===== config.mk =====
export PLATFORM = sky130hd
export DESIGN_NAME = chirp_band_bit_receiver
export DESIGN_NICKNAME = d
export VERILOG_FILES = /design/src/hdl/cbbr_pkg.sv /design/src/hdl/cbbr_bin_stage.sv /design/src/hdl/cbbr_frame_decoder.sv /design/src/hdl/chirp_band_bit_receiver.sv
export SDC_FILE = /design/constraint.sdc
export NUM_CORES = 1
export LEC_CHECK = 0
export ABC_AREA = 1
export ABC_CLOCK_PERIOD_IN_PS = 11900
export BUFFER_PORTS_ARGS = -buffer_cell sky130_fd_sc_hd__buf_4
export CORE_ASPECT_RATIO = 0.7
export CORE_MARGIN = 4
export CORE_UTILIZATION = 60
export DETAILED_ROUTE_END_ITERATION = 10
export GPL_TIMING_DRIVEN = 0
export PLACE_DENSITY = 0.83
export SYNTH_ARGS = -nofsm -noshare
export SYNTH_HDL_FRONTEND = slang
export SYNTH_SLANG_ARGS = --single-unit

===== constraint.sdc =====
create_clock -name i_clk -period 11.9 [get_ports i_clk]
set_input_delay 2.38 -clock i_clk [delete_from_list [all_inputs] [get_ports i_clk]]
set_output_delay 2.38 -clock i_clk [all_outputs]
set_load 0.01 [all_outputs]

===== src/hdl/cbbr_pkg.sv =====
// Shared types, constants and register codes of the chirp band bit receiver.
package cbbr_pkg;

    // Field widths
    localparam int MAG_PORT_W = 24;
    localparam int BAND_W     = 9;
    localparam int THR_W      = 24;
    localparam int STR_W      = 10;
    localparam int BYTE_CFG_W = 8;
    localparam int FRAME_W    = 12;
    localparam int BITPOS_W   = 4;
    localparam int LEVEL_W    = 2;
    localparam int CFG_IDX_W  = 3;
    localparam int CFG_DATA_W = 24;
    // Wide enough for offset + bit_period * bit_position at their largest
    localparam int SAMPLE_W   = 13;

    // Parameter defaults
    localparam int BIN_COUNT_DEF       = 512;
    localparam int SAMPLING_OFFSET_DEF = 2;
    localparam int MAGNITUDE_WIDTH_DEF = 24;

    localparam logic [STR_W-1:0] STRENGTH_MAX   = '1;
    localparam logic [7:0]       FIRST_BIT_MASK = 8'b1000_0000;
    localparam int               BITS_PER_BYTE  = 8;

    // Frame levels
    localparam logic [LEVEL_W-1:0] LEVEL_LOW     = 2'd0;
    localparam logic [LEVEL_W-1:0] LEVEL_HIGH    = 2'd1;
    localparam logic [LEVEL_W-1:0] LEVEL_UNKNOWN = 2'd2;

    // Register indexes
    localparam logic [CFG_IDX_W-1:0] REG_BAND_FIRST     = 3'd0;
    localparam logic [CFG_IDX_W-1:0] REG_BAND_LAST      = 3'd1;
    localparam logic [CFG_IDX_W-1:0] REG_MAG_THRESHOLD  = 3'd2;
    localparam logic [CFG_IDX_W-1:0] REG_STRENGTH_HIGH  = 3'd3;
    localparam logic [CFG_IDX_W-1:0] REG_STRENGTH_LOW   = 3'd4;
    localparam logic [CFG_IDX_W-1:0] REG_SYNC_WINDOW    = 3'd5;
    localparam logic [CFG_IDX_W-1:0] REG_BIT_PERIOD     = 3'd6;
    localparam logic [CFG_IDX_W-1:0] REG_SYNC_MIN_HIGHS = 3'd7;

    // Register reset values
    localparam logic [BAND_W-1:0]     RST_BAND_FIRST     = 9'd0;
    localparam logic [BAND_W-1:0]     RST_BAND_LAST      = 9'd511;
    localparam logic [THR_W-1:0]      RST_MAG_THRESHOLD  = 24'd0;
    localparam logic [STR_W-1:0]      RST_STRENGTH_HIGH  = 10'd512;
    localparam logic [STR_W-1:0]      RST_STRENGTH_LOW   = 10'd0;
    localparam logic [BYTE_CFG_W-1:0] RST_SYNC_WINDOW    = 8'd8;
    localparam logic [BYTE_CFG_W-1:0] RST_BIT_PERIOD     = 8'd4;
    localparam logic [BYTE_CFG_W-1:0] RST_SYNC_MIN_HIGHS = 8'd4;

    typedef struct packed {
        logic [BAND_W-1:0]     band_first_bin;
        logic [BAND_W-1:0]     band_last_bin;
        logic [THR_W-1:0]      magnitude_threshold;
        logic [STR_W-1:0]      strength_high;
        logic [STR_W-1:0]      strength_low;
        logic [BYTE_CFG_W-1:0] sync_window;
        logic [BYTE_CFG_W-1:0] bit_period;
        logic [BYTE_CFG_W-1:0] sync_min_highs;
    } t_cfg;

    // Closed frame handed from the bin stage to the decoder
    typedef struct packed {
        logic             vld;
        logic [STR_W-1:0] strength;
    } t_frame;

    typedef struct packed {
        logic [LEVEL_W-1:0] level;
        logic [STR_W-1:0]   strength;
        logic               sync_error;
        logic               byte_done;
        logic [7:0]         received_byte;
    } t_result;

endpackage


===== src/hdl/cbbr_bin_stage.sv =====
// Per-bin band check, threshold compare and strength accumulation.
module cbbr_bin_stage #(
    parameter int BIN_COUNT       = cbbr_pkg::BIN_COUNT_DEF,
    parameter int MAGNITUDE_WIDTH = cbbr_pkg::MAGNITUDE_WIDTH_DEF
) (
    input  logic                            i_clk,
    input  logic                            i_rst_n,
    input  cbbr_pkg::t_cfg                  i_cfg,
    input  logic                            i_accept,
    input  logic [cbbr_pkg::MAG_PORT_W-1:0] i_magnitude,
    input  logic                            i_last_bin,
    input  logic                            i_frame_take,
    output cbbr_pkg::t_frame                o_frame
);

    localparam int BIN_W = (BIN_COUNT > 1) ? $clog2(BIN_COUNT) : 1;
    localparam int CMP_W = (BIN_W > cbbr_pkg::BAND_W) ? BIN_W : cbbr_pkg::BAND_W;
    localparam int MW    = cbbr_pkg::MAG_PORT_W;
    localparam logic [MW-1:0] MAG_MASK =
        (MAGNITUDE_WIDTH >= MW) ? {MW{1'b1}} : MW'((64'd1 << MAGNITUDE_WIDTH) - 64'd1);
    localparam logic [BIN_W-1:0] BIN_LAST = BIN_W'(BIN_COUNT - 1);

    logic [BIN_W-1:0]           r_bin;
    logic [cbbr_pkg::STR_W-1:0] r_acc;
    logic [cbbr_pkg::STR_W-1:0] n_acc;
    logic                       r_frm_vld;
    logic [cbbr_pkg::STR_W-1:0] r_frm_strength;
    logic [CMP_W-1:0]           idx;
    logic                       hit;

    always_comb begin
        idx = CMP_W'(r_bin);
        hit = (idx >= CMP_W'(i_cfg.band_first_bin))
            && (idx <= CMP_W'(i_cfg.band_last_bin))
            && ((i_magnitude & MAG_MASK) > i_cfg.magnitude_threshold);
        n_acc = (hit && (r_acc != cbbr_pkg::STRENGTH_MAX)) ? r_acc + 1'b1 : r_acc;
    end

    always_ff @(posedge i_clk) begin
        if (!i_rst_n) begin
            r_bin     <= '0;
            r_acc     <= '0;
            r_frm_vld <= 1'b0;
        end else begin
            if (i_frame_take) begin
                r_frm_vld <= 1'b0;
            end
            if (i_accept) begin
                if (i_last_bin) begin
                    r_bin     <= '0;
                    r_acc     <= '0;
                    r_frm_vld <= 1'b1;
                end else begin
                    r_bin <= (r_bin == BIN_LAST) ? '0 : r_bin + 1'b1;
                    r_acc <= n_acc;
                end
            end
        end
    end

    always_ff @(posedge i_clk) begin
        if (i_accept && i_last_bin) begin
            r_frm_strength <= n_acc;
        end
    end

    assign o_frame.vld      = r_frm_vld;
    assign o_frame.strength = r_frm_strength;

endmodule


===== src/hdl/cbbr_frame_decoder.sv =====
// Frame classification, sync check, bit sampling and result register.
module cbbr_frame_decoder #(
    parameter int SAMPLING_OFFSET = cbbr_pkg::SAMPLING_OFFSET_DEF
) (
    input  logic              i_clk,
    input  logic              i_rst_n,
    input  cbbr_pkg::t_cfg    i_cfg,
    input  cbbr_pkg::t_frame  i_frame,
    input  logic              i_fire,
    input  logic              i_out_stall,
    output logic              o_vld,
    output cbbr_pkg::t_result o_res
);

    localparam int FW = cbbr_pkg::FRAME_W;
    localparam int SW = cbbr_pkg::SAMPLE_W;

    logic [FW-1:0]                 r_fc, n_fc;
    logic [FW-1:0]                 r_shc, n_shc;
    logic [cbbr_pkg::BITPOS_W-1:0] r_bp, n_bp;
    logic [7:0]                    r_byte, n_byte;
    logic                          r_vld;
    cbbr_pkg::t_result             r_res, n_res;

    logic [cbbr_pkg::LEVEL_W-1:0]  level;
    logic [SW-1:0]                 offset;
    logic [SW-1:0]                 max_len;
    logic [FW-1:0]                 prod;
    logic                          sample;
    logic                          sync_err;
    logic                          done;

    always_comb begin
        if (i_frame.strength >= i_cfg.strength_high) begin
            level = cbbr_pkg::LEVEL_HIGH;
        end else if (i_frame.strength <= i_cfg.strength_low) begin
            level = cbbr_pkg::LEVEL_LOW;
        end else begin
            level = cbbr_pkg::LEVEL_UNKNOWN;
        end

        offset  = SW'(i_cfg.sync_window) + SW'(SAMPLING_OFFSET);
        max_len = offset + SW'({i_cfg.bit_period, 3'b000});
        prod    = FW'(i_cfg.bit_period) * FW'(r_bp);
        sample  = SW'(r_fc) == (offset + SW'(prod));

        n_fc   = r_fc;
        n_shc  = r_shc;
        n_bp   = r_bp;
        n_byte = r_byte;

        case (level)
            cbbr_pkg::LEVEL_HIGH: begin
                if (SW'(r_fc) < offset) begin
                    n_shc = r_shc + 1'b1;
                end else if (sample) begin
                    if (!r_bp[3]) begin
                        n_byte = r_byte | (cbbr_pkg::FIRST_BIT_MASK >> r_bp[2:0]);
                    end
                    n_bp = r_bp + 1'b1;
                end
                n_fc = r_fc + 1'b1;
            end
            cbbr_pkg::LEVEL_UNKNOWN: begin
                if (sample) begin
                    n_bp = r_bp + 1'b1;
                end
                n_fc = r_fc + 1'b1;
            end
            default: begin
                // LOW holds everything until a frame has started
                if (r_fc != '0) begin
                    n_fc = r_fc + 1'b1;
                    if (sample) begin
                        n_bp = r_bp + 1'b1;
                    end
                end
            end
        endcase

        sync_err = (n_fc >= FW'(i_cfg.sync_window)) && (n_shc < FW'(i_cfg.sync_min_highs));
        if (sync_err) begin
            n_fc  = '0;
            n_shc = '0;
        end

        done = SW'(n_fc) >= max_len;

        n_res.level         = level;
        n_res.strength      = i_frame.strength;
        n_res.sync_error    = sync_err;
        n_res.byte_done     = done;
        n_res.received_byte = done ? n_byte : 8'd0;

        if (done) begin
            n_fc   = '0;
            n_bp   = '0;
            n_shc  = '0;
            n_byte = '0;
        end
    end

    always_ff @(posedge i_clk) begin
        if (!i_rst_n) begin
            r_fc   <= '0;
            r_shc  <= '0;
            r_bp   <= '0;
            r_byte <= '0;
            r_vld  <= 1'b0;
        end else begin
            if (i_fire) begin
                r_fc   <= n_fc;
                r_shc  <= n_shc;
                r_bp   <= n_bp;
                r_byte <= n_byte;
                r_vld  <= 1'b1;
            end else if (!i_out_stall) begin
                r_vld <= 1'b0;
            end
        end
    end

    always_ff @(posedge i_clk) begin
        if (i_fire) begin
            r_res <= n_res;
        end
    end

    assign o_vld = r_vld;
    assign o_res = r_res;

endmodule


===== src/hdl/chirp_band_bit_receiver.sv =====
// Top level of the chirp band bit receiver: config registers, handshake, stages.
//
// Takes one spectrum magnitude bin per cycle unless stalled, in bin order, with
// i_last_bin set on the final bin of each frame. Bins inside [band_first_bin,
// band_last_bin] whose magnitude is above magnitude_threshold are counted
// (saturating at 1023). Every closed frame yields exactly one result
// transaction: its level (LOW/HIGH/UNKNOWN), the strength count, a sync error
// flag and, once eight sample points have passed, the decoded byte (MSB
// first; zero while byte_done is low). Bins that do not close a frame yield
// nothing. Rate: one bin transaction per cycle sustained while the input is
// not stalled, with no gaps at frame ends. A frame's result passes through
// the bin stage's frame register, then the level classifier and receiver
// update into the result register. The input side only stalls when a closed
// frame cannot move because the result register is full and the output is
// stalled. Configuration writes are single-cycle and must be made while no
// frame is in flight.
module chirp_band_bit_receiver #(
    parameter int BIN_COUNT       = cbbr_pkg::BIN_COUNT_DEF,
    parameter int SAMPLING_OFFSET = cbbr_pkg::SAMPLING_OFFSET_DEF,
    parameter int MAGNITUDE_WIDTH = cbbr_pkg::MAGNITUDE_WIDTH_DEF
) (
    input  logic                            i_clk,
    input  logic                            i_rst_n,
    // config write port
    input  logic                            i_cfg_we,
    input  logic [cbbr_pkg::CFG_IDX_W-1:0]  i_cfg_idx,
    input  logic [cbbr_pkg::CFG_DATA_W-1:0] i_cfg_data,
    // bin input channel
    input  logic                            i_in_valid,
    output logic                            o_in_stall,
    input  logic [cbbr_pkg::MAG_PORT_W-1:0] i_magnitude,
    input  logic                            i_last_bin,
    // frame result channel
    output logic                            o_out_valid,
    input  logic                            i_out_stall,
    output logic [cbbr_pkg::LEVEL_W-1:0]    o_level,
    output logic [cbbr_pkg::STR_W-1:0]      o_strength,
    output logic                            o_sync_error,
    output logic                            o_byte_done,
    output logic [7:0]                      o_received_byte
);

    cbbr_pkg::t_cfg    r_cfg;
    cbbr_pkg::t_frame  frame;
    cbbr_pkg::t_result res;
    logic              out_vld;
    logic              out_free;
    logic              fire;
    logic              in_accept;

    // Config registers, decoded by index
    always_ff @(posedge i_clk) begin
        if (!i_rst_n) begin
            r_cfg.band_first_bin      <= cbbr_pkg::RST_BAND_FIRST;
            r_cfg.band_last_bin       <= cbbr_pkg::RST_BAND_LAST;
            r_cfg.magnitude_threshold <= cbbr_pkg::RST_MAG_THRESHOLD;
            r_cfg.strength_high       <= cbbr_pkg::RST_STRENGTH_HIGH;
            r_cfg.strength_low        <= cbbr_pkg::RST_STRENGTH_LOW;
            r_cfg.sync_window         <= cbbr_pkg::RST_SYNC_WINDOW;
            r_cfg.bit_period          <= cbbr_pkg::RST_BIT_PERIOD;
            r_cfg.sync_min_highs      <= cbbr_pkg::RST_SYNC_MIN_HIGHS;
        end else if (i_cfg_we) begin
            unique case (i_cfg_idx)
                cbbr_pkg::REG_BAND_FIRST: begin
                    r_cfg.band_first_bin <= i_cfg_data[cbbr_pkg::BAND_W-1:0];
                end
                cbbr_pkg::REG_BAND_LAST: begin
                    r_cfg.band_last_bin <= i_cfg_data[cbbr_pkg::BAND_W-1:0];
                end
                cbbr_pkg::REG_MAG_THRESHOLD: begin
                    r_cfg.magnitude_threshold <= i_cfg_data[cbbr_pkg::THR_W-1:0];
                end
                cbbr_pkg::REG_STRENGTH_HIGH: begin
                    r_cfg.strength_high <= i_cfg_data[cbbr_pkg::STR_W-1:0];
                end
                cbbr_pkg::REG_STRENGTH_LOW: begin
                    r_cfg.strength_low <= i_cfg_data[cbbr_pkg::STR_W-1:0];
                end
                cbbr_pkg::REG_SYNC_WINDOW: begin
                    r_cfg.sync_window <= i_cfg_data[cbbr_pkg::BYTE_CFG_W-1:0];
                end
                cbbr_pkg::REG_BIT_PERIOD: begin
                    r_cfg.bit_period <= i_cfg_data[cbbr_pkg::BYTE_CFG_W-1:0];
                end
                cbbr_pkg::REG_SYNC_MIN_HIGHS: begin
                    r_cfg.sync_min_highs <= i_cfg_data[cbbr_pkg::BYTE_CFG_W-1:0];
                end
                default: begin
                end
            endcase
        end
    end

    // Result register can load when empty or being drained this cycle
    assign out_free   = !out_vld || !i_out_stall;
    // A closed frame moves into the decoder whenever the result slot frees up
    assign fire       = frame.vld && out_free;
    // Stall input only while a closed frame is stuck in the frame register
    assign o_in_stall = frame.vld && !out_free;
    assign in_accept  = i_in_valid && !o_in_stall;

    cbbr_bin_stage #(
        .BIN_COUNT       (BIN_COUNT),
        .MAGNITUDE_WIDTH (MAGNITUDE_WIDTH)
    ) u_bin_stage (
        .i_clk        (i_clk),
        .i_rst_n      (i_rst_n),
        .i_cfg        (r_cfg),
        .i_accept     (in_accept),
        .i_magnitude  (i_magnitude),
        .i_last_bin   (i_last_bin),
        .i_frame_take (fire),
        .o_frame      (frame)
    );

    cbbr_frame_decoder #(
        .SAMPLING_OFFSET (SAMPLING_OFFSET)
    ) u_frame_decoder (
        .i_clk       (i_clk),
        .i_rst_n     (i_rst_n),
        .i_cfg       (r_cfg),
        .i_frame     (frame),
        .i_fire      (fire),
        .i_out_stall (i_out_stall),
        .o_vld       (out_vld),
        .o_res       (res)
    );

    assign o_out_valid     = out_vld;
    assign o_level         = res.level;
    assign o_strength      = res.strength;
    assign o_sync_error    = res.sync_error;
    assign o_byte_done     = res.byte_done;
    assign o_received_byte = res.received_byte;

endmodule


==> flow_summary.yaml <==
setup_path:
  worst_setup_path_start_kind: "flip-flop"
  crit_required_ns: 12.27
  cpPeakStageDelay_ns: 0.51
  path_max_fanout: 10
  cp-end-kind: "flip-flop"
  cpMaxStageDelayCell: "buf_1"
  worstPathArrival_ns: 7.60
  crit_top_cell: "nor2_1"
  worstRegToRegCells: 37
  path_class: "reg2reg"
floorplanning:
  die_area_um2: 22300
  die_w_um: 177
  die_y_um: 126
  initial_utilization: 0.621
  boundaryPins: 81
  fp-row-count: 42
  core_area_um2: 19200
drt:
  wl_per_cell_um: 16.6
  ant_nets: 0
  vias: 11300
  drt_iter0_markers: 1217
  finalWirelength_um: 33100
  viasPerCell: 5.68
  first_pass_iters: 7
  drc_errors: 0
global_route:
  gr-usage-met2: 0.429
  met3_usage: 0.0629
  grt_util_met1: 0.440
  gr-total-overflow: 0
  grtUsageTotal: 0.295
  antenna_found_initial: 0
  grt_pass1_wl_um: 53200
  grt_max_degree: 32
  grt_pass1_vias: 10600
  top_usage_layer: "met1"
timing:
  period_needed_ns: 7.23
  hold_viol_final: 0
  worstMarginPinSlew_ns: 0.910
  max_slew_margin: 0.391
  fmax_mhz: 138
  setup_viol: 0
  fin_tns_setup_ns: 0
  final.setup_skew_ns: 0.00885
  fin_crit_sh: 0.608
  rsz0062_at_grt: "no"
  slew_viol_final: 0
yosys:
  synth_seq_cells: 175
  synth_edf_count: 32
  synth.area.top_cells: "dfxtp_1 (24%), ha_1 (14%), nand2_1 (8.8%), inv_1 (8.7%), edfxtp_1 (8.0%)"
  netlist_area_um2: 11900
  yosys_warnings: 0
  synth_flop_cell: "dfxtp_1"
  netlist_instances: 1616
  yosys.area.top_type: "dfxtp_1"
  synthArstFlopShare: 0
  synth.avg_cell_area_um2: 7.39
  syn_nets: 1828
  synth_cell_types: 49
  yosysMostFrequentCell: "nand2_1"
  ys_seq_area_frac: 0.320
  synth_top_area_share: 0.240
  synthTopCellsByCount: "nand2_1 (281), inv_1 (278), a21oi_1 (168)"
clocking:
  cts_max_path_buffers: 2
  cts_tree: "built"
  clk_latency_ns: 0.44
  post_cts_resized: 0
  cts-root-buf: "clkbuf_16"
  h-tree-depth: 4
  cts_buffers: 17
  postCtsSetupBuffers: 0
  postCtsHoldBufs: 0
  clock-sinks: 175
  clkTransAtPathRegs_ns: 0.07
status:
  status: "finished, final reports clean"
final_layout:
  multiInputGateArea_um2: 6820
  diodes: 0
  regArea_um2: 3820
  final_layout_size_suffix_gt1_frac: 0.0944
  final_util: 0.700
  final_nets: 1926
  area_growth_pct: 12.7
  fillers: 1568
  stdcell_area_um2: 13500
job:
  cap_violations: 0
pwr:
  p_leak_nw: 6.27
  power.density_nw_per_um2: 106
  irDropWorstVdd_uv: 111
placement:
  hpwl_um: 25200
  gp_congestion: 0.934
  port_buffers: 79
  post_dp_cell_area_um2: 12900
min_path:
  whs_path_depth: 2
  hp-class: "reg2reg"
-- worst paths after layout --
path,start,end,slack [ns]
setup / recovery,r_cfg[17],u_frame_decoder.r_fc[8],4.67
hold / removal,r_cfg[79],r_cfg[79],0.46
setup reg to reg,r_cfg[17],u_frame_decoder.r_fc[8],4.67
hold reg to reg,r_cfg[79],r_cfg[79],0.46
-- layer usage --
metal	wire length (um)	vias to the layer above
met5	0	-
met3	3450	63
met1	15200	5214
met2	13700	525
met4	673	0
li1	-	5504
-- registers in the layout (all words and copies together) (netlist names) --
signal / count
u_frame_decoder.r_shc: 12
u_frame_decoder.r_byte: 8
u_bin_stage.idx: 9
u_bin_stage.r_frm_vld: 1
u_frame_decoder.o_vld: 1
u_frame_decoder.r_fc: 12
u_bin_stage.r_frm_strength: 10
u_frame_decoder.r_bp: 4
u_frame_decoder.o_res: 22
r_cfg: 86
u_bin_stage.r_acc: 10
-- where the power goes --
part	internal [mW]	total [mW]	switching, mW
clock	0.314	0.573	0.259
combinational	0.0757	0.213	0.138
sequential	0.626	0.642	0.0155
-- area by class of cell --
class | count | area share
Multi-Input combinational cell | 1105 | 0.507
Clock inverter | 14 | 0.0120
Tap cell | 264 | 0.0245
Clock buffer | 18 | 0.0319
Buffer | 49 | 0.0162
Timing Repair Buffer | 79 | 0.0441
Sequential cell | 175 | 0.284
Inverter | 287 | 0.0802
-- critical path, delay by kind of cell, from the launching register on --
family / cells / cell delay (ns)
AO/OA/AOI/OAI: 6 / 1.05
XOR/XNOR: 2 / 0.73
adder cells (fa/ha/maj): 4 / 1.19
buffers and inverters: 8 / 1.37
flip-flops: 1 / 0.42
AND/OR/NAND/NOR: 17 / 2.39
-- layout by cell type, fill, tap and decap left out, types with 4 or more instances in the layout --
| master | n |
|---|---|
| nand2_1 | 281 |
| o21ai_1 | 5 |
| ha_1 | 134 |
| o21ai_0 | 94 |
| buf_4 | 79 |
| nand3_2 | 14 |
| nand4_1 | 36 |
| nor4_1 | 8 |
| inv_2 | 5 |
| clkbuf_16 | 17 |
| inv_1 | 278 |
| edfxtp_1 | 32 |
| a211oi_1 | 6 |
| o21bai_1 | 9 |
| nor2_1 | 118 |
| xor2_1 | 32 |
| xnor2_1 | 5 |
| a21oi_1 | 168 |
| o21a_1 | 4 |
| o211ai_1 | 16 |
| fa_1 | 21 |
| or2_2 | 4 |
| dfxtp_1 | 143 |
| buf_2 | 4 |
| clkbuf_1 | 39 |
| a21oi_2 | 6 |
| nor3_1 | 26 |
| nor2_2 | 7 |
| clkinv_1 | 5 |
| nand3_1 | 84 |
| clkinv_4 | 4 |
-- cell families (layout without fill, tap and decap cells) --
group,count (synthesis),in the layout,synth area share
flip-flops,175,175,0.320
buffers and inverters,336,447,0.109
adder cells (fa/ha/maj),155,155,0.176
XOR/XNOR,37,37,0.0271
AND/OR/NAND/NOR,592,592,0.222
AO/OA/AOI/OAI,321,321,0.147
-- stage by stage --
step	worst slack (ns)	cells	power, mW	hold WS [ns]
after floorplan	6.46	1616	0.786	0.426
after global placement	5.03	1959	0.851	0.443
after detailed placement	4.91	1959	0.861	0.445
after CTS	4.85	1991	1.43	0.462
after global routing	4.19	1991	1.49	0.479
final	4.67	1991	1.43	0.461
Power figures use the tool's default switching activity.
